==> src/rtl/i2cbb_pkg.sv <==
package i2cbb_pkg;

    localparam int UNIT_TICKS_W  = 16;
    localparam int ACK_TIMEOUT_W = 8;
    localparam int OP_W          = 2;
    localparam int BYTE_W        = 8;
    localparam int PHASE_W       = 4;
    localparam int UNIT_CNT_W    = 3;
    localparam int BIT_IDX_W     = 4;

    localparam int IN_TDATA_W    = 24;
    localparam int OUT_TDATA_W   = 16;
    localparam int CFG_INDEX_W   = 1;
    localparam int CFG_DATA_W    = 16;

    localparam logic [UNIT_TICKS_W-1:0]  UNIT_TICKS_RST  = 16'd100;
    localparam logic [ACK_TIMEOUT_W-1:0] ACK_TIMEOUT_RST = 8'd250;
    localparam logic [BYTE_W-1:0]        ADDR_WRITE_MASK = 8'hFE;

    localparam logic [CFG_INDEX_W-1:0] REG_UNIT_TICKS  = 1'd0;
    localparam logic [CFG_INDEX_W-1:0] REG_ACK_TIMEOUT = 1'd1;

    localparam logic [OP_W-1:0] OP_TICK  = 2'd0;
    localparam logic [OP_W-1:0] OP_WRITE = 2'd1;
    localparam logic [OP_W-1:0] OP_READ  = 2'd2;

    typedef struct packed {
        logic [OP_W-1:0]   op;
        logic [BYTE_W-1:0] addr_byte;
        logic [BYTE_W-1:0] tx_data;
        logic              nack_after_read;
        logic              sda_in;
    } in_item_t;

    typedef struct packed {
        logic              scl_level;
        logic              sda_release;
        logic              busy_res;
        logic              done_res;
        logic              ack_retry;
        logic [BYTE_W-1:0] rx_data;
        logic              rx_valid;
    } res_t;

endpackage

==> src/rtl/i2cbb_ctrl.sv <==
module i2cbb_ctrl
(
    input  logic                                   clk,
    input  logic                                   rst_n,
    input  logic                                   step,
    input  i2cbb_pkg::in_item_t                    item,
    input  logic [i2cbb_pkg::UNIT_TICKS_W-1:0]     unit_ticks,
    input  logic [i2cbb_pkg::ACK_TIMEOUT_W-1:0]    ack_timeout,
    output i2cbb_pkg::res_t                        res
);

    localparam logic [3:0] PH_IDLE    = 4'd0;
    localparam logic [3:0] PH_ST_A    = 4'd1;
    localparam logic [3:0] PH_ST_B    = 4'd2;
    localparam logic [3:0] PH_TX_LO   = 4'd3;
    localparam logic [3:0] PH_TX_HI   = 4'd4;
    localparam logic [3:0] PH_AK_SET  = 4'd5;
    localparam logic [3:0] PH_AK_WAIT = 4'd6;
    localparam logic [3:0] PH_SP_A    = 4'd7;
    localparam logic [3:0] PH_SP_B    = 4'd8;
    localparam logic [3:0] PH_RS_A    = 4'd9;
    localparam logic [3:0] PH_RS_B    = 4'd10;
    localparam logic [3:0] PH_RD_LO   = 4'd11;
    localparam logic [3:0] PH_RD_HI   = 4'd12;
    localparam logic [3:0] PH_RA_LO   = 4'd13;
    localparam logic [3:0] PH_RA_HI   = 4'd14;

    localparam logic [2:0] UNITS_1 = 3'd1;
    localparam logic [2:0] UNITS_2 = 3'd2;
    localparam logic [2:0] UNITS_4 = 3'd4;

    logic [i2cbb_pkg::PHASE_W-1:0]       phase_reg, phase_next;
    logic [i2cbb_pkg::UNIT_TICKS_W-1:0]  tick_reg, tick_next;
    logic [i2cbb_pkg::UNIT_CNT_W-1:0]    unit_reg, unit_next;
    logic [i2cbb_pkg::BIT_IDX_W-1:0]     bit_reg, bit_next;
    logic [i2cbb_pkg::BYTE_W-1:0]        tx_reg, tx_next;
    logic [i2cbb_pkg::BYTE_W-1:0]        data_reg, data_next;
    logic [i2cbb_pkg::BYTE_W-1:0]        addr_reg, addr_next;
    logic [i2cbb_pkg::BYTE_W-1:0]        rx_reg, rx_next;
    logic [i2cbb_pkg::ACK_TIMEOUT_W-1:0] wait_reg, wait_next;
    logic                                sb_reg, sb_next;
    logic                                scl_reg, scl_next;
    logic                                sda_reg, sda_next;

    logic [i2cbb_pkg::UNIT_TICKS_W:0]    tick_inc;
    logic                                wrap;
    logic [i2cbb_pkg::UNIT_CNT_W-1:0]    unit_inc;
    logic [i2cbb_pkg::UNIT_TICKS_W-1:0]  tick_adv;
    logic [i2cbb_pkg::UNIT_CNT_W-1:0]    unit_adv;
    logic                                el1, el2, el4;
    logic                                go;
    logic [i2cbb_pkg::PHASE_W-1:0]       go_phase;
    logic                                done, retry, rxv;

    // one delay-unit tick of the bus timer
    always_comb
    begin
        tick_inc = {1'b0, tick_reg} + 17'd1;
        wrap     = tick_inc >= {1'b0, unit_ticks};
        unit_inc = unit_reg + 3'd1;
        tick_adv = wrap ? '0 : tick_inc[i2cbb_pkg::UNIT_TICKS_W-1:0];
        unit_adv = wrap ? unit_inc : unit_reg;
        el1      = wrap && (unit_inc >= UNITS_1);
        el2      = wrap && (unit_inc >= UNITS_2);
        el4      = wrap && (unit_inc >= UNITS_4);
    end

    always_comb
    begin
        phase_next = phase_reg;
        tick_next  = tick_reg;
        unit_next  = unit_reg;
        bit_next   = bit_reg;
        tx_next    = tx_reg;
        data_next  = data_reg;
        addr_next  = addr_reg;
        rx_next    = rx_reg;
        wait_next  = wait_reg;
        sb_next    = sb_reg;
        scl_next   = scl_reg;
        sda_next   = sda_reg;
        go         = 1'b0;
        go_phase   = phase_reg;
        done       = 1'b0;
        retry      = 1'b0;
        rxv        = 1'b0;

        case (phase_reg)
            PH_ST_A, PH_SP_A, PH_RS_A:
            begin
                tick_next = tick_adv;
                unit_next = unit_adv;
                if (el4)
                begin
                    go       = 1'b1;
                    go_phase = phase_reg + 4'd1;
                end
            end
            PH_ST_B:
            begin
                tick_next = tick_adv;
                unit_next = unit_adv;
                if (el4)
                begin
                    bit_next = '0;
                    go       = 1'b1;
                    go_phase = PH_TX_LO;
                end
            end
            PH_SP_B:
            begin
                tick_next = tick_adv;
                unit_next = unit_adv;
                if (el4)
                begin
                    done     = 1'b1;
                    go       = 1'b1;
                    go_phase = PH_IDLE;
                end
            end
            PH_RS_B:
            begin
                tick_next = tick_adv;
                unit_next = unit_adv;
                if (el4)
                begin
                    // restart the whole write
                    sb_next   = 1'b0;
                    tx_next   = addr_reg;
                    bit_next  = '0;
                    wait_next = '0;
                    go        = 1'b1;
                    go_phase  = PH_ST_A;
                end
            end
            PH_TX_LO, PH_RD_LO, PH_RA_LO:
            begin
                tick_next = tick_adv;
                unit_next = unit_adv;
                if (el2)
                begin
                    go       = 1'b1;
                    go_phase = phase_reg + 4'd1;
                end
            end
            PH_TX_HI:
            begin
                tick_next = tick_adv;
                unit_next = unit_adv;
                if (el2)
                begin
                    tx_next  = {tx_reg[6:0], 1'b0};
                    bit_next = bit_reg + 4'd1;
                    go       = 1'b1;
                    go_phase = (bit_next >= 4'd8) ? PH_AK_SET : PH_TX_LO;
                end
            end
            PH_AK_SET:
            begin
                tick_next = tick_adv;
                unit_next = unit_adv;
                if (el1)
                begin
                    wait_next = '0;
                    go        = 1'b1;
                    go_phase  = PH_AK_WAIT;
                end
            end
            PH_AK_WAIT:
            begin
                if (!item.sda_in)
                begin
                    go = 1'b1;
                    if (!sb_reg)
                    begin
                        sb_next  = 1'b1;
                        tx_next  = data_reg;
                        bit_next = '0;
                        go_phase = PH_TX_LO;
                    end
                    else
                    begin
                        go_phase = PH_SP_A;
                    end
                end
                else if (wait_reg >= ack_timeout)
                begin
                    retry    = 1'b1;
                    go       = 1'b1;
                    go_phase = PH_RS_A;
                end
                else
                begin
                    wait_next = wait_reg + 8'd1;
                end
            end
            PH_RD_HI:
            begin
                tick_next = tick_adv;
                unit_next = unit_adv;
                if (el2)
                begin
                    rx_next  = {rx_reg[6:0], item.sda_in};
                    bit_next = bit_reg + 4'd1;
                    go       = 1'b1;
                    go_phase = (bit_next >= 4'd8) ? PH_RA_LO : PH_RD_LO;
                end
            end
            PH_RA_HI:
            begin
                tick_next = tick_adv;
                unit_next = unit_adv;
                if (el2)
                begin
                    done     = 1'b1;
                    rxv      = 1'b1;
                    go       = 1'b1;
                    go_phase = PH_IDLE;
                end
            end
            default:
            begin
                // idle, and any code with no meaning
                phase_next = PH_IDLE;
                if (item.op == i2cbb_pkg::OP_WRITE)
                begin
                    addr_next = item.addr_byte & i2cbb_pkg::ADDR_WRITE_MASK;
                    data_next = item.tx_data;
                    sb_next   = 1'b0;
                    tx_next   = item.addr_byte & i2cbb_pkg::ADDR_WRITE_MASK;
                    bit_next  = '0;
                    wait_next = '0;
                    go        = 1'b1;
                    go_phase  = PH_ST_A;
                end
                else if (item.op == i2cbb_pkg::OP_READ)
                begin
                    sb_next  = item.nack_after_read;
                    rx_next  = '0;
                    bit_next = '0;
                    go       = 1'b1;
                    go_phase = PH_RD_LO;
                end
            end
        endcase

        if (go)
        begin
            phase_next = go_phase;
            tick_next  = '0;
            unit_next  = '0;
            case (go_phase)
                PH_ST_A, PH_AK_SET, PH_AK_WAIT, PH_SP_B, PH_RS_B, PH_RD_HI:
                begin
                    scl_next = 1'b1;
                    sda_next = 1'b1;
                end
                PH_ST_B:
                begin
                    scl_next = 1'b1;
                    sda_next = 1'b0;
                end
                PH_TX_LO:
                begin
                    scl_next = 1'b0;
                    sda_next = tx_next[7];
                end
                PH_TX_HI:
                begin
                    scl_next = 1'b1;
                    sda_next = tx_next[7];
                end
                PH_SP_A, PH_RS_A:
                begin
                    scl_next = 1'b0;
                    sda_next = 1'b0;
                end
                PH_RD_LO:
                begin
                    scl_next = 1'b0;
                    sda_next = 1'b1;
                end
                PH_RA_LO:
                begin
                    scl_next = 1'b0;
                    sda_next = sb_next;
                end
                PH_RA_HI:
                begin
                    scl_next = 1'b1;
                    sda_next = sb_next;
                end
                default:
                begin
                    scl_next = scl_reg;
                    sda_next = sda_reg;
                end
            endcase
            // read finishes with SCL parked low, SDA left at the ack level
            if (rxv)
            begin
                scl_next = 1'b0;
            end
        end
    end

    assign res.scl_level   = scl_next;
    assign res.sda_release = sda_next;
    assign res.busy_res    = (phase_next != PH_IDLE);
    assign res.done_res    = done;
    assign res.ack_retry   = retry;
    assign res.rx_data     = rx_next;
    assign res.rx_valid    = rxv;

    always_ff @(posedge clk or negedge rst_n)
    begin
        if (!rst_n)
        begin
            phase_reg <= PH_IDLE;
            tick_reg  <= '0;
            unit_reg  <= '0;
            bit_reg   <= '0;
            tx_reg    <= '0;
            data_reg  <= '0;
            addr_reg  <= '0;
            rx_reg    <= '0;
            wait_reg  <= '0;
            sb_reg    <= 1'b0;
            scl_reg   <= 1'b1;
            sda_reg   <= 1'b1;
        end
        else if (step)
        begin
            phase_reg <= phase_next;
            tick_reg  <= tick_next;
            unit_reg  <= unit_next;
            bit_reg   <= bit_next;
            tx_reg    <= tx_next;
            data_reg  <= data_next;
            addr_reg  <= addr_next;
            rx_reg    <= rx_next;
            wait_reg  <= wait_next;
            sb_reg    <= sb_next;
            scl_reg   <= scl_next;
            sda_reg   <= sda_next;
        end
    end

endmodule

==> src/rtl/i2c_bitbang_master.sv <==
// Tick-driven I2C master. Every input beat is one timing tick carrying the
// sampled SDA level and, when the controller is idle, an optional command
// (write: start, address with R/W cleared, data, ack waits, stop; read: eight
// bits then ack or nack). Each input beat gives exactly one output beat with
// the SCL/SDA drive and status pulses. One beat is taken every clock while the
// input side does not stall; a beat's result passes through the input register,
// then the phase/timer update into the output register, and the input side
// stalls only while both registers hold beats and the output beat is not taken.
// Bus timing is set by unit_ticks ticks per delay unit; ack_timeout bounds
// an ack wait, after which the write is stopped and restarted without limit.
// Register writes are meant to happen only while no transfer is running.
module i2c_bitbang_master
(
    input  logic                                clk,
    input  logic                                rst_n,
    input  logic                                s_tvalid,
    output logic                                s_tready,
    // addr_byte[7:0], tx_data[15:8], nack_after_read[16], sda_in[17], zero[23:18]
    input  logic [i2cbb_pkg::IN_TDATA_W-1:0]    s_tdata,
    // op[1:0]
    input  logic [i2cbb_pkg::OP_W-1:0]          s_tuser,
    output logic                                m_tvalid,
    input  logic                                m_tready,
    // scl_level[0], sda_release[1], busy_res[2], done_res[3], ack_retry[4],
    // rx_data[12:5], rx_valid[13], zero[15:14]
    output logic [i2cbb_pkg::OUT_TDATA_W-1:0]   m_tdata,
    input  logic                                cfg_we,
    input  logic [i2cbb_pkg::CFG_INDEX_W-1:0]   cfg_index,
    input  logic [i2cbb_pkg::CFG_DATA_W-1:0]    cfg_wdata
);

    logic                                in_valid_reg;
    i2cbb_pkg::in_item_t                 in_item_reg;
    logic                                out_valid_reg;
    logic [i2cbb_pkg::OUT_TDATA_W-1:0]   out_data_reg;
    logic [i2cbb_pkg::UNIT_TICKS_W-1:0]  unit_ticks_reg;
    logic [i2cbb_pkg::ACK_TIMEOUT_W-1:0] ack_timeout_reg;
    logic                                advance;
    i2cbb_pkg::res_t                     res;

    assign advance  = in_valid_reg && (!out_valid_reg || m_tready);
    assign s_tready = !in_valid_reg || advance;
    assign m_tvalid = out_valid_reg;
    assign m_tdata  = out_data_reg;

    always_ff @(posedge clk or negedge rst_n)
    begin
        if (!rst_n)
        begin
            unit_ticks_reg  <= i2cbb_pkg::UNIT_TICKS_RST;
            ack_timeout_reg <= i2cbb_pkg::ACK_TIMEOUT_RST;
        end
        else if (cfg_we)
        begin
            case (cfg_index)
                i2cbb_pkg::REG_UNIT_TICKS:
                    unit_ticks_reg <= cfg_wdata[i2cbb_pkg::UNIT_TICKS_W-1:0];
                i2cbb_pkg::REG_ACK_TIMEOUT:
                    ack_timeout_reg <= cfg_wdata[i2cbb_pkg::ACK_TIMEOUT_W-1:0];
                default:
                    ;
            endcase
        end
    end

    always_ff @(posedge clk or negedge rst_n)
    begin
        if (!rst_n)
        begin
            in_valid_reg <= 1'b0;
        end
        else if (s_tready)
        begin
            in_valid_reg <= s_tvalid;
        end
    end

    always_ff @(posedge clk)
    begin
        if (s_tvalid && s_tready)
        begin
            in_item_reg.op              <= s_tuser;
            in_item_reg.addr_byte       <= s_tdata[7:0];
            in_item_reg.tx_data         <= s_tdata[15:8];
            in_item_reg.nack_after_read <= s_tdata[16];
            in_item_reg.sda_in          <= s_tdata[17];
        end
    end

    i2cbb_ctrl u_ctrl
    (
        .clk         (clk),
        .rst_n       (rst_n),
        .step        (advance),
        .item        (in_item_reg),
        .unit_ticks  (unit_ticks_reg),
        .ack_timeout (ack_timeout_reg),
        .res         (res)
    );

    always_ff @(posedge clk or negedge rst_n)
    begin
        if (!rst_n)
        begin
            out_valid_reg <= 1'b0;
        end
        else if (advance)
        begin
            out_valid_reg <= 1'b1;
        end
        else if (m_tready)
        begin
            out_valid_reg <= 1'b0;
        end
    end

    always_ff @(posedge clk)
    begin
        if (advance)
        begin
            out_data_reg <= {2'b00, res.rx_valid, res.rx_data, res.ack_retry,
                             res.done_res, res.busy_res, res.sda_release,
                             res.scl_level};
        end
    end

endmodule

==> config.mk <==
export PLATFORM = sky130hd
export DESIGN_NAME = i2c_bitbang_master
export DESIGN_NICKNAME = d
export VERILOG_FILES = /design/src/rtl/i2cbb_pkg.sv /design/src/rtl/i2cbb_ctrl.sv /design/src/rtl/i2c_bitbang_master.sv
export SDC_FILE = /design/constraint.sdc
export NUM_CORES = 1
export LEC_CHECK = 0
export BUFFER_PORTS_ARGS = -buffer_cell sky130_fd_sc_hd__buf_2
export CORE_MARGIN = 10
export CORE_UTILIZATION = 31
export CTS_BUF_LIST = sky130_fd_sc_hd__clkbuf_16
export CTS_CLUSTER_SIZE = 40
export DETAILED_ROUTE_END_ITERATION = 10
export PLACE_DENSITY = 0.52
export SYNTH_ARGS = -nofsm -noshare
export SYNTH_HDL_FRONTEND = slang
export SYNTH_SLANG_ARGS = --single-unit
==> constraint.sdc <==
create_clock -name clk -period 6.3 [get_ports clk]
set_clock_uncertainty 0.2 [all_clocks]
set_input_delay 0 -clock clk [delete_from_list [all_inputs] [get_ports clk]]
set_output_delay 0 -clock clk [all_outputs]
set_load 0.02 [all_outputs]
## Word level (Yosys, flattened, before mapping)

Cells that the tools add are included.

- Add/sub/neg operators: 5
- Magnitude comparators: 6
- Equal/unequal tests: 39
- Muxes and demuxes: 70
- Bitwise gates (word level): 5
- Reductions and logical operators: 44

Operators by type and width:

| cell | number |
|---|---|
| $mux 8 | 13 |
| $mux 4 | 21 |
| $pmux 8 s4 | 2 |
| $eq 4x4->1 const B | 14 |
| $mux 16 | 3 |
| $pmux 4 s10 | 1 |
| $eq 4x3->1 const B | 8 |
| $reduce_or 13->1 | 2 |
| $reduce_or 11->1 | 2 |
| $reduce_and 7->1 | 3 |
| $mux 3 | 6 |
| $reduce_or 9->1 | 2 |
| $add 16x1->17 const B | 1 |
| $ge 17x16->1 | 1 |
| $mux 1 | 17 |
| $eq 4x2->1 const B | 4 |
| $pmux 4 s4 | 1 |
| $pmux 8 s2 | 1 |
| $reduce_or 14->1 | 1 |
| $reduce_bool 4->1 | 3 |
| $reduce_or 12->1 | 1 |
| $reduce_or 6->1 | 2 |
| $ne 2x1->1 const B | 5 |
| $reduce_or 3->1 | 3 |
| 26 further kinds | 52 |

- Register bits after elaboration: 129
- Input port bits: 48
- Logic and storage cells: 193

## Depth between registers and ports, before layout

Gate-level depths: netlist (run 1).

- Depth after elaboration: 10
- Gate-level depth with buffers: 24
- Gate-level depth less buffers: 24

## Modules after synthesis

A second synthesis (run 1) with hierarchy kept.

- Cell total of the unflattened synthesis: 739
- Area total of the unflattened synthesis: 7,552.2 µm²

By module, submodules not included:

| module | instances | cells each | area an instance (µm²) | sequential area each (µm²) |
|---|---|---|---|---|
| i2cbb_ctrl | 1 | 642 | 5,467.7 | 1,729.2 |
| i2c_bitbang_master | 1 | 97 | 2,084.5 | 1,682.9 |

## Worst setup path before layout (run 1)

Ideal clock, no wire load.

- Path type: flip-flop to flip-flop
- Start: register u_ctrl.tick_reg[0] in the netlist's numbering
- End: register out_data_reg, in the netlist m_tdata[0] (data pin)
- Arrival: 4.188 ns
- Data required time: 5.844 ns
- Path slack: 1.656 ns
- Stages on the path, launching flop included: 23
- Buffers on the path: 0
- Period minus slack after synthesis: 4.644 ns
- Cell sequence: dfrtp_1 > ha_1 > nand3_4 > nor2_4 > and2_1 > nand3_1 > nor3_1 > xor2_1 > ha_1 > nand3_1 > nor2_1 > o31ai_4 > a21oi_1 > inv_1 > ha_1 > a221o_1 > o21ai_0 > o211ai_1 > o21ai_0 > o31a_2 > and4_1 > nor3_1 > o22a_1

RTL lines:

| item | RTL line | source |
|---|---|---|
| start: declaration | i2cbb_ctrl.sv:33 | `logic [i2cbb_pkg::UNIT_TICKS_W-1:0] tick_reg, tick_next;` |
| start signal: assignment | i2cbb_ctrl.sv:335 | `tick_reg <= tick_next;` |
| end signal: assignment | i2c_bitbang_master.sv:121 | `out_data_reg <= {2'b00, res.rx_valid, res.rx_data, res.ack_retry,` |
| end: declaration | i2c_bitbang_master.sv:35 | `logic [i2cbb_pkg::OUT_TDATA_W-1:0] out_data_reg;` |

==> impl_metrics.env, run 1 <==
export IMPL_status="complete, no violations"
export IMPL_antenna_found_initial=0
export IMPL_diodes=0
export IMPL_clkSlewWorstSetupHoldPaths_ps=60
export IMPL_final_util_pct=39.9
export IMPL_clock_path_buffers=2
export IMPL_multi_input_area_um2=3540
export IMPL_nets=945
export IMPL_reg2regPathDepth=23
export IMPL_hpwl_mm=12.4
export IMPL_critPathArrivalTime_ps=5600
export IMPL_critPathKind="register to register"
export IMPL_path_cells="ha_1, nand3_4, nor2_4, and2_1, nand3_1, nor3_1, xor2_1, ha_1, nand3_1, nor2_1, o31ai_4, a21oi_1, inv_1, ha_1, nand2_1, o21ai_0, a2111oi_0, o211ai_1, o21ai_0, o31a_2, o21a_1, o31ai_1, o41ai_1"
export IMPL_postCtsSetupRepairBufs=0
export IMPL_cap_viol_max_count=0
export IMPL_globalplace_congestion=0.850
export IMPL_switchingPower_w=0.00109
export IMPL_die_w_um=173
export IMPL_synth_compound_area_share_pct=18.5
export IMPL_p_per_area_nw_per_um2=339
export IMPL_vias_per_cell=4.95
export IMPL_fp_dieArea_um2=29800
export IMPL_first_iter_violations=446
export IMPL_insertion_delay_ps=430
export IMPL_critPathLaunchType="register"
export IMPL_portBuffers=56
export IMPL_grt_pass1_vias=5991
export IMPL_overflow=0
export IMPL_vdd_drop_max_mv=0.217
export IMPL_totalWireLength_mm=18.3
export IMPL_cp_slowest_cell="a2111oi_0"
export IMPL_maxSlewHeadroom_pct=29.4
export IMPL_whs_path_depth=2
export IMPL_setup_tns_final_ps=0
export IMPL_p_leak_nw=3.86
export IMPL_cp_data_required_time_ps=6320
export IMPL_synth_top_family_by_area="compound AO/OA/AOI/OAI gates"
export IMPL_cts_buffers_inserted=17
export IMPL_root_buffer="clkbuf_16"
export IMPL_rows=55
export IMPL_syn_area_um2=7210
export IMPL_wl_per_cell_um=15.5
export IMPL_r2r_start="u_ctrl.tick_reg[0]$_DFFE_PN0P_"
export IMPL_largest_reg_flops=19
export IMPL_fill_cells=2285
export IMPL_cts_sinks=128
export IMPL_internal_power_w=0.00199
export IMPL_combPwrFrac_pct=31.9
export IMPL_route_vias_total=5860
export IMPL_die_h_um=173
export IMPL_yosys_area_top_type_share_pct=29.1
export IMPL_hold_path_end="in_item_reg[12]$_DFFE_PP_"
export IMPL_grt_use_met2_pct=19.9
export IMPL_p_seq_share_pct=36.3
export IMPL_end_kind="register"
export IMPL_hp_start="s_tdata[2]"
export IMPL_synth_simple_gate_area_share_pct=17.4
export IMPL_hold_viol=0
export IMPL_swShare_pct=35.3
export IMPL_crit_fanout=8
export IMPL_synthCells=739
export IMPL_yosysTopAreaCell="dfrtp_1"
export IMPL_grt_use_met1_pct=16.3
export IMPL_synthMuxAreaShare_pct=4.25
export IMPL_setup_viol=0
export IMPL_cts_htree_levels=4
export IMPL_ant_nets=0
export IMPL_busiest_layer="met2"
export IMPL_coreArea_um2=22800
export IMPL_avgSynthCellArea_um2=9.76
export IMPL_maxSlewViolCount=0
export IMPL_grt_start_max_net_pins=67
export IMPL_route_detailed_drc=0
export IMPL_synth_fa_ha_area_share_pct=6.76
export IMPL_regToRegSetupSlack_ps=720
export IMPL_ios=66
export IMPL_crit_top_cell="ha_1"
export IMPL_register_area_um2=3380
export IMPL_synth_ff_type="dfrtp_1"
export IMPL_rsz0062_at_grt="no"
export IMPL_synth_edff_count=33
export IMPL_async_flop_share_pct=74.2
export IMPL_ys_ff_latch=128
export IMPL_tightest_slew_ps=1050
export IMPL_clkPwrFrac_pct=31.8
export IMPL_slowest_delay_ps=480
export IMPL_cts_tree="built"
export IMPL_synth_xor_area_share_pct=2.06
export IMPL_min_period_ps=5580
export IMPL_syn_to_final_growth_pct=25.9
export IMPL_worstReg2RegEnd="m_tdata[1]$_DFFE_PP_"
export IMPL_yosysWarningCount=0
export IMPL_grt_pass1_wl_mm=30.9
export IMPL_fmax_mhz=179
export IMPL_fin_crit_sh_pct=88.5
export IMPL_met3_usage_pct=2.59
export IMPL_drt_first_pass_iters=6
export IMPL_synth_top_cells_by_area="dfrtp_1 (29%), edfxtp_1 (14%), ha_1 (6.8%)"
export IMPL_yosysSeqAreaShare_pct=46.9
export IMPL_hold_class="primary input to register"
export IMPL_start_util_pct=31.7
export IMPL_yosysUniqueCellTypes=80
export IMPL_drive_gt1_share_pct=17.5
export IMPL_track_usage_pct=12.5
[cell type report]
| cell class | instances | area share [%] |
|---|---|---|
| well taps | 313 | 4.31 |
| clock inverters | 15 | 1.74 |
| flip-flops and latches | 128 | 37.2 |
| repair buffers | 132 | 11.5 |
| clock buffers | 17 | 4.68 |
| inverters | 39 | 1.64 |
| multi-input cells | 540 | 38.9 |
[layer usage]
| layer | vias up | wire length [µm] |
|---|---|---|
| li1 | 2909 | - |
| met3 | 24 | 688 |
| met4 | 0 | 314 |
| met2 | 106 | 8540 |
| met1 | 2821 | 8770 |
| met5 | - | 0 |
[critical path, delay by kind of cell (launching register included)]
family / cells / cell delay [ps]
fa+ha+maj: 3 / 820
compound gates: 10 / 2330
simple gates: 8 / 1330
xor+xnor: 1 / 120
flops: 1 / 430
buf+inv: 1 / 130
[power groups by stage]
stage / Combinational (W) / Sequential, W / Clock, W
finish: 0.000981 / 0.00112 / 0.000980
global route: 0.00111 / 0.00114 / 0.00104
CTS: 0.000981 / 0.00112 / 0.00101
detailed placement: 0.000935 / 0.00113 / 0
global placement: 0.000927 / 0.00113 / 0
floorplan: 0.000706 / 0.00110 / 0
[timing repair]
action / 4_1_cts / 5_1_grt
endpoints found under the hold margin: 74 / 0
gates resized for setup: 0 / 0
hold buffers: 71 / 0
[cells by family after synthesis]
kind of cell / after synthesis
xor gates and xnor gates: 17
AOI/OAI and AO/OA: 193
and+or+nand+nor: 262
DFF: 128
adders and majority gates: 39
muxes: 27
other: 1
buffers and inverters: 72
[stage by stage]
step	worst slack [ps]	instance area (µm²)	total power [W]	hold slack [ps]	std cells
3_3_place_gp	835	7780	0.00206	-235	1081
4_1_cts	742	9080	0.00310	63.9	1184
2_1_floorplan	1660	7220	0.00181	-496	740
6_report	723	9080	0.00308	74.4	1184
5_1_grt	352	9080	0.00328	75.6	1184
3_5_place_dp	771	7780	0.00206	-235	1081
[synth_stat cells, types with 10 or more instances]
cell type,number
dfstp_2,11
mux2_2,25
edfxtp_1,33
nand3_1,30
ha_1,39
and3_1,11
inv_1,36
dfrtp_1,84
nand2_1,111
a31oi_1,10
a21oi_1,23
nor2_1,45
o21ai_1,16
o31ai_1,10
o21ai_0,62
clkbuf_1,24
nand2b_1,13
[worst max-delay path by stage]
stage | slack, ps | cells past startpoint | end | from
detailed placement | 770 | 23 | m_tdata[0]$_DFFE_PP_ | u_ctrl.tick_reg[0]$_DFFE_PN0P_
finish | 720 | 23 | m_tdata[1]$_DFFE_PP_ | u_ctrl.tick_reg[0]$_DFFE_PN0P_
CTS | 740 | 23 | m_tdata[1]$_DFFE_PP_ | u_ctrl.tick_reg[0]$_DFFE_PN0P_
global placement | 830 | 23 | m_tdata[1]$_DFFE_PP_ | u_ctrl.tick_reg[0]$_DFFE_PN0P_
floorplan | 1660 | 22 | m_tdata[0]$_DFFE_PP_ | u_ctrl.tick_reg[0]$_DFFE_PN0P_
global route | 350 | 23 | m_tdata[1]$_DFFE_PP_ | u_ctrl.tick_reg[0]$_DFFE_PN0P_
[layout by cell type, fill, tap and decap left out, types with 25 or more instances in the layout]
cell type,instances
nand3_1,30
inv_1,36
dlygate4sd3_1,70
dfrtp_1,84
nor2_1,45
ha_1,39
o21ai_0,62
edfxtp_1,33
nand2_1,111
mux2_2,25
buf_2,55
(Power assumes the default switching activity.)
==> run 2, diff against run 1 <==
Settings changed: ABC_AREA set to 1.
==> impl_metrics.env, run 2 <==
export IMPL_portBuffers=56
export IMPL_final_cell_mix="nand2_1 (185), inv_1 (126), dfrtp_1 (84)"
export IMPL_hold_viol=0
export IMPL_cts_tree="built"
export IMPL_antenna_found_initial=0
export IMPL_hold_class="primary input to register"
export IMPL_fin_crit_sh_pct=86.9
export IMPL_cp_slowest_cell="nor4_1"
export IMPL_first_iter_violations=372
export IMPL_reg2regPathDepth=32
export IMPL_route_detailed_drc=0
export IMPL_vdd_drop_max_mv=0.219
export IMPL_final_area_um2=9080
export IMPL_fp_dieArea_um2=30600
export IMPL_track_usage_pct=11.9
export IMPL_drt_first_pass_iters=4
export IMPL_die_w_um=175
export IMPL_status="complete, no violations"
export IMPL_ant_nets=0
export IMPL_route_vias_total=5949
export IMPL_tightest_slew_ps=894
export IMPL_synth_ff_type="dfrtp_1"
export IMPL_fmax_mhz=183
export IMPL_vias_per_cell=4.52
export IMPL_p_per_area_nw_per_um2=401
export IMPL_crit_end="m_tdata[1]$_DFFE_PP_"
export IMPL_yosysSeqAreaShare_pct=45.4
export IMPL_grt_pass1_vias=5983
export IMPL_syn_area_um2=7440
export IMPL_busiest_layer="met2"
export IMPL_fill_cells=2475
export IMPL_cts_buffers_inserted=17
export IMPL_maxSlewHeadroom_pct=40.1
export IMPL_worstReg2RegEnd="m_tdata[1]$_DFFE_PP_"
export IMPL_grt_start_max_net_pins=62
export IMPL_postCtsSetupRepairBufs=0
export IMPL_min_period_ps=5470
export IMPL_grt_use_met1_pct=15.9
export IMPL_clock_path_buffers=2
export IMPL_start_util_pct=31.6
export IMPL_wl_per_cell_um=13.6
export IMPL_synth_edff_count=33
export IMPL_totalWireLength_mm=17.8
export IMPL_fin_cells=1316
export IMPL_layout_commonest_cell="nand2_1"
export IMPL_r2r_start="u_ctrl.tick_reg[3]$_DFFE_PN0P_"
export IMPL_whs_path_depth=2
export IMPL_yosysWarningCount=0
export IMPL_coreArea_um2=23500
export IMPL_met3_usage_pct=2.41
export IMPL_yosysMostFrequentCell="nand2_1"
export IMPL_diodes=0
export IMPL_ios=66
export IMPL_hpwl_mm=12.6
export IMPL_clkSlewWorstSetupHoldPaths_ps=60
export IMPL_async_flop_share_pct=74.2
export IMPL_grt_use_met2_pct=18.8
export IMPL_crit_fanout=13
export IMPL_die_h_um=175
export IMPL_power_w=0.00364
export IMPL_yosysTopAreaCell="dfrtp_1"
export IMPL_critPathKind="register to register"
export IMPL_grt_pass1_wl_mm=29.9
export IMPL_critPathLaunchType="register"
export IMPL_syn_to_final_growth_pct=22.0
export IMPL_insertion_delay_ps=420
export IMPL_synthTopCellsByCount="nand2_1 (185), inv_1 (126), dfrtp_1 (84)"
export IMPL_yosysUniqueCellTypes=52
export IMPL_overflow=0
export IMPL_rows=56
export IMPL_yosys_area_top_type_share_pct=28.2
export IMPL_cp_data_required_time_ps=6270
export IMPL_setup_viol=0
export IMPL_placed_area_um2=8000
export IMPL_nets=1071
export IMPL_globalplace_congestion=0.888
export IMPL_cts_htree_levels=4
export IMPL_synth_top_cells_by_area="dfrtp_1 (28%), edfxtp_1 (13%), nand2_1 (9.3%)"
export IMPL_synthCells=879
export IMPL_maxSlewViolCount=0
export IMPL_cts_sinks=128
export IMPL_avgSynthCellArea_um2=8.47
export IMPL_slowest_delay_ps=510
export IMPL_setup_tns_final_ps=0
export IMPL_critPathArrivalTime_ps=5440
export IMPL_critPathLaunch="u_ctrl.tick_reg[3]$_DFFE_PN0P_"
export IMPL_end_kind="register"
export IMPL_root_buffer="clkbuf_16"
export IMPL_rsz0062_at_grt="no"
export IMPL_cap_viol_max_count=0
export IMPL_drive_gt1_share_pct=18.0
export IMPL_p_leak_nw=4.35
export IMPL_largest_reg_flops=19
export IMPL_ys_ff_latch=128
export IMPL_final_util_pct=38.6
export IMPL_dp_cells=1236
export IMPL_regToRegSetupSlack_ps=830
## run 2: how the worst min path moves through the flow
stage                                                end         from  slack, ps
after global placement    u_ctrl.wait_reg[7]$_DFFE_PN0P_        rst_n       -210
after CTS                      in_item_reg[11]$_DFFE_PP_   s_tdata[1]         60
final                           in_item_reg[8]$_DFFE_PP_  s_tdata[14]         80
after global routing            in_item_reg[9]$_DFFE_PP_  s_tdata[15]         70
after detailed placement  u_ctrl.wait_reg[7]$_DFFE_PN0P_        rst_n       -200
after floorplan           ack_timeout_reg[0]$_DFFE_PN0P_        rst_n       -500
## run 2: per-stage QoR
| stage | hold WS [ps] | setup slack [ps] |
|---|---|---|
| after CTS | 60.9 | 846 |
| after global placement | -206 | 924 |
| after global routing | 74.7 | 211 |
| after floorplan | -496 | 1760 |
| after detailed placement | -204 | 897 |
| final | 81.1 | 825 |
## run 2: cells by family (layout without fill, tap and decap cells)
| family | Yosys count | in the layout | synth area share, % |
|---|---|---|---|
| compound gates | 144 | 144 | 11.1 |
| xor+xnor | 16 | 16 | 1.88 |
| fa+ha+maj | 39 | 39 | 6.55 |
| buf+inv | 164 | 281 | 9.31 |
| flops | 128 | 128 | 45.4 |
| mux | 9 | 9 | 1.34 |
| other cells | 1 | 2 | 0.0504 |
| simple gates | 378 | 378 | 24.4 |
## run 2: routing by layer
metal | vias to the layer above | wire length [µm]
met5 | - | 0
met4 | 0 | 200
met3 | 12 | 650
met2 | 112 | 8160
met1 | 2732 | 8820
li1 | 3093 | -
## run 2: final cells by class
class / count / area [µm²] / area share (%)
flip-flops and latches: 128 / 3380 / 37.2
multi-input cells: 588 / 3370 / 37.1
repair buffers: 108 / 803 / 8.85
inverters: 141 / 537 / 5.91
clock buffers: 17 / 425 / 4.68
well taps: 319 / 399 / 4.40
clock inverters: 15 / 161 / 1.78
## run 2: worst max-delay path: cells and delay by family, from the launching register on
kind            cells  cell delay (ps)
simple gates       21             3180
fa+ha+maj           2              490
xor+xnor            1              180
buf+inv             4              300
flops               1              360
compound gates      4              490
## run 2: where the power goes
part	switching (W)	total [W]	internal, W
sequential	0.000123	0.00119	0.00107
combinational	0.000973	0.00146	0.000488
clock	0.000423	0.000986	0.000564
## run 2: repair_timing
action,CTS,global route
hold buffers,48,0
setup endpoints to repair,0,0
resized for setup,0,0
endpoints found under the hold margin,82,0
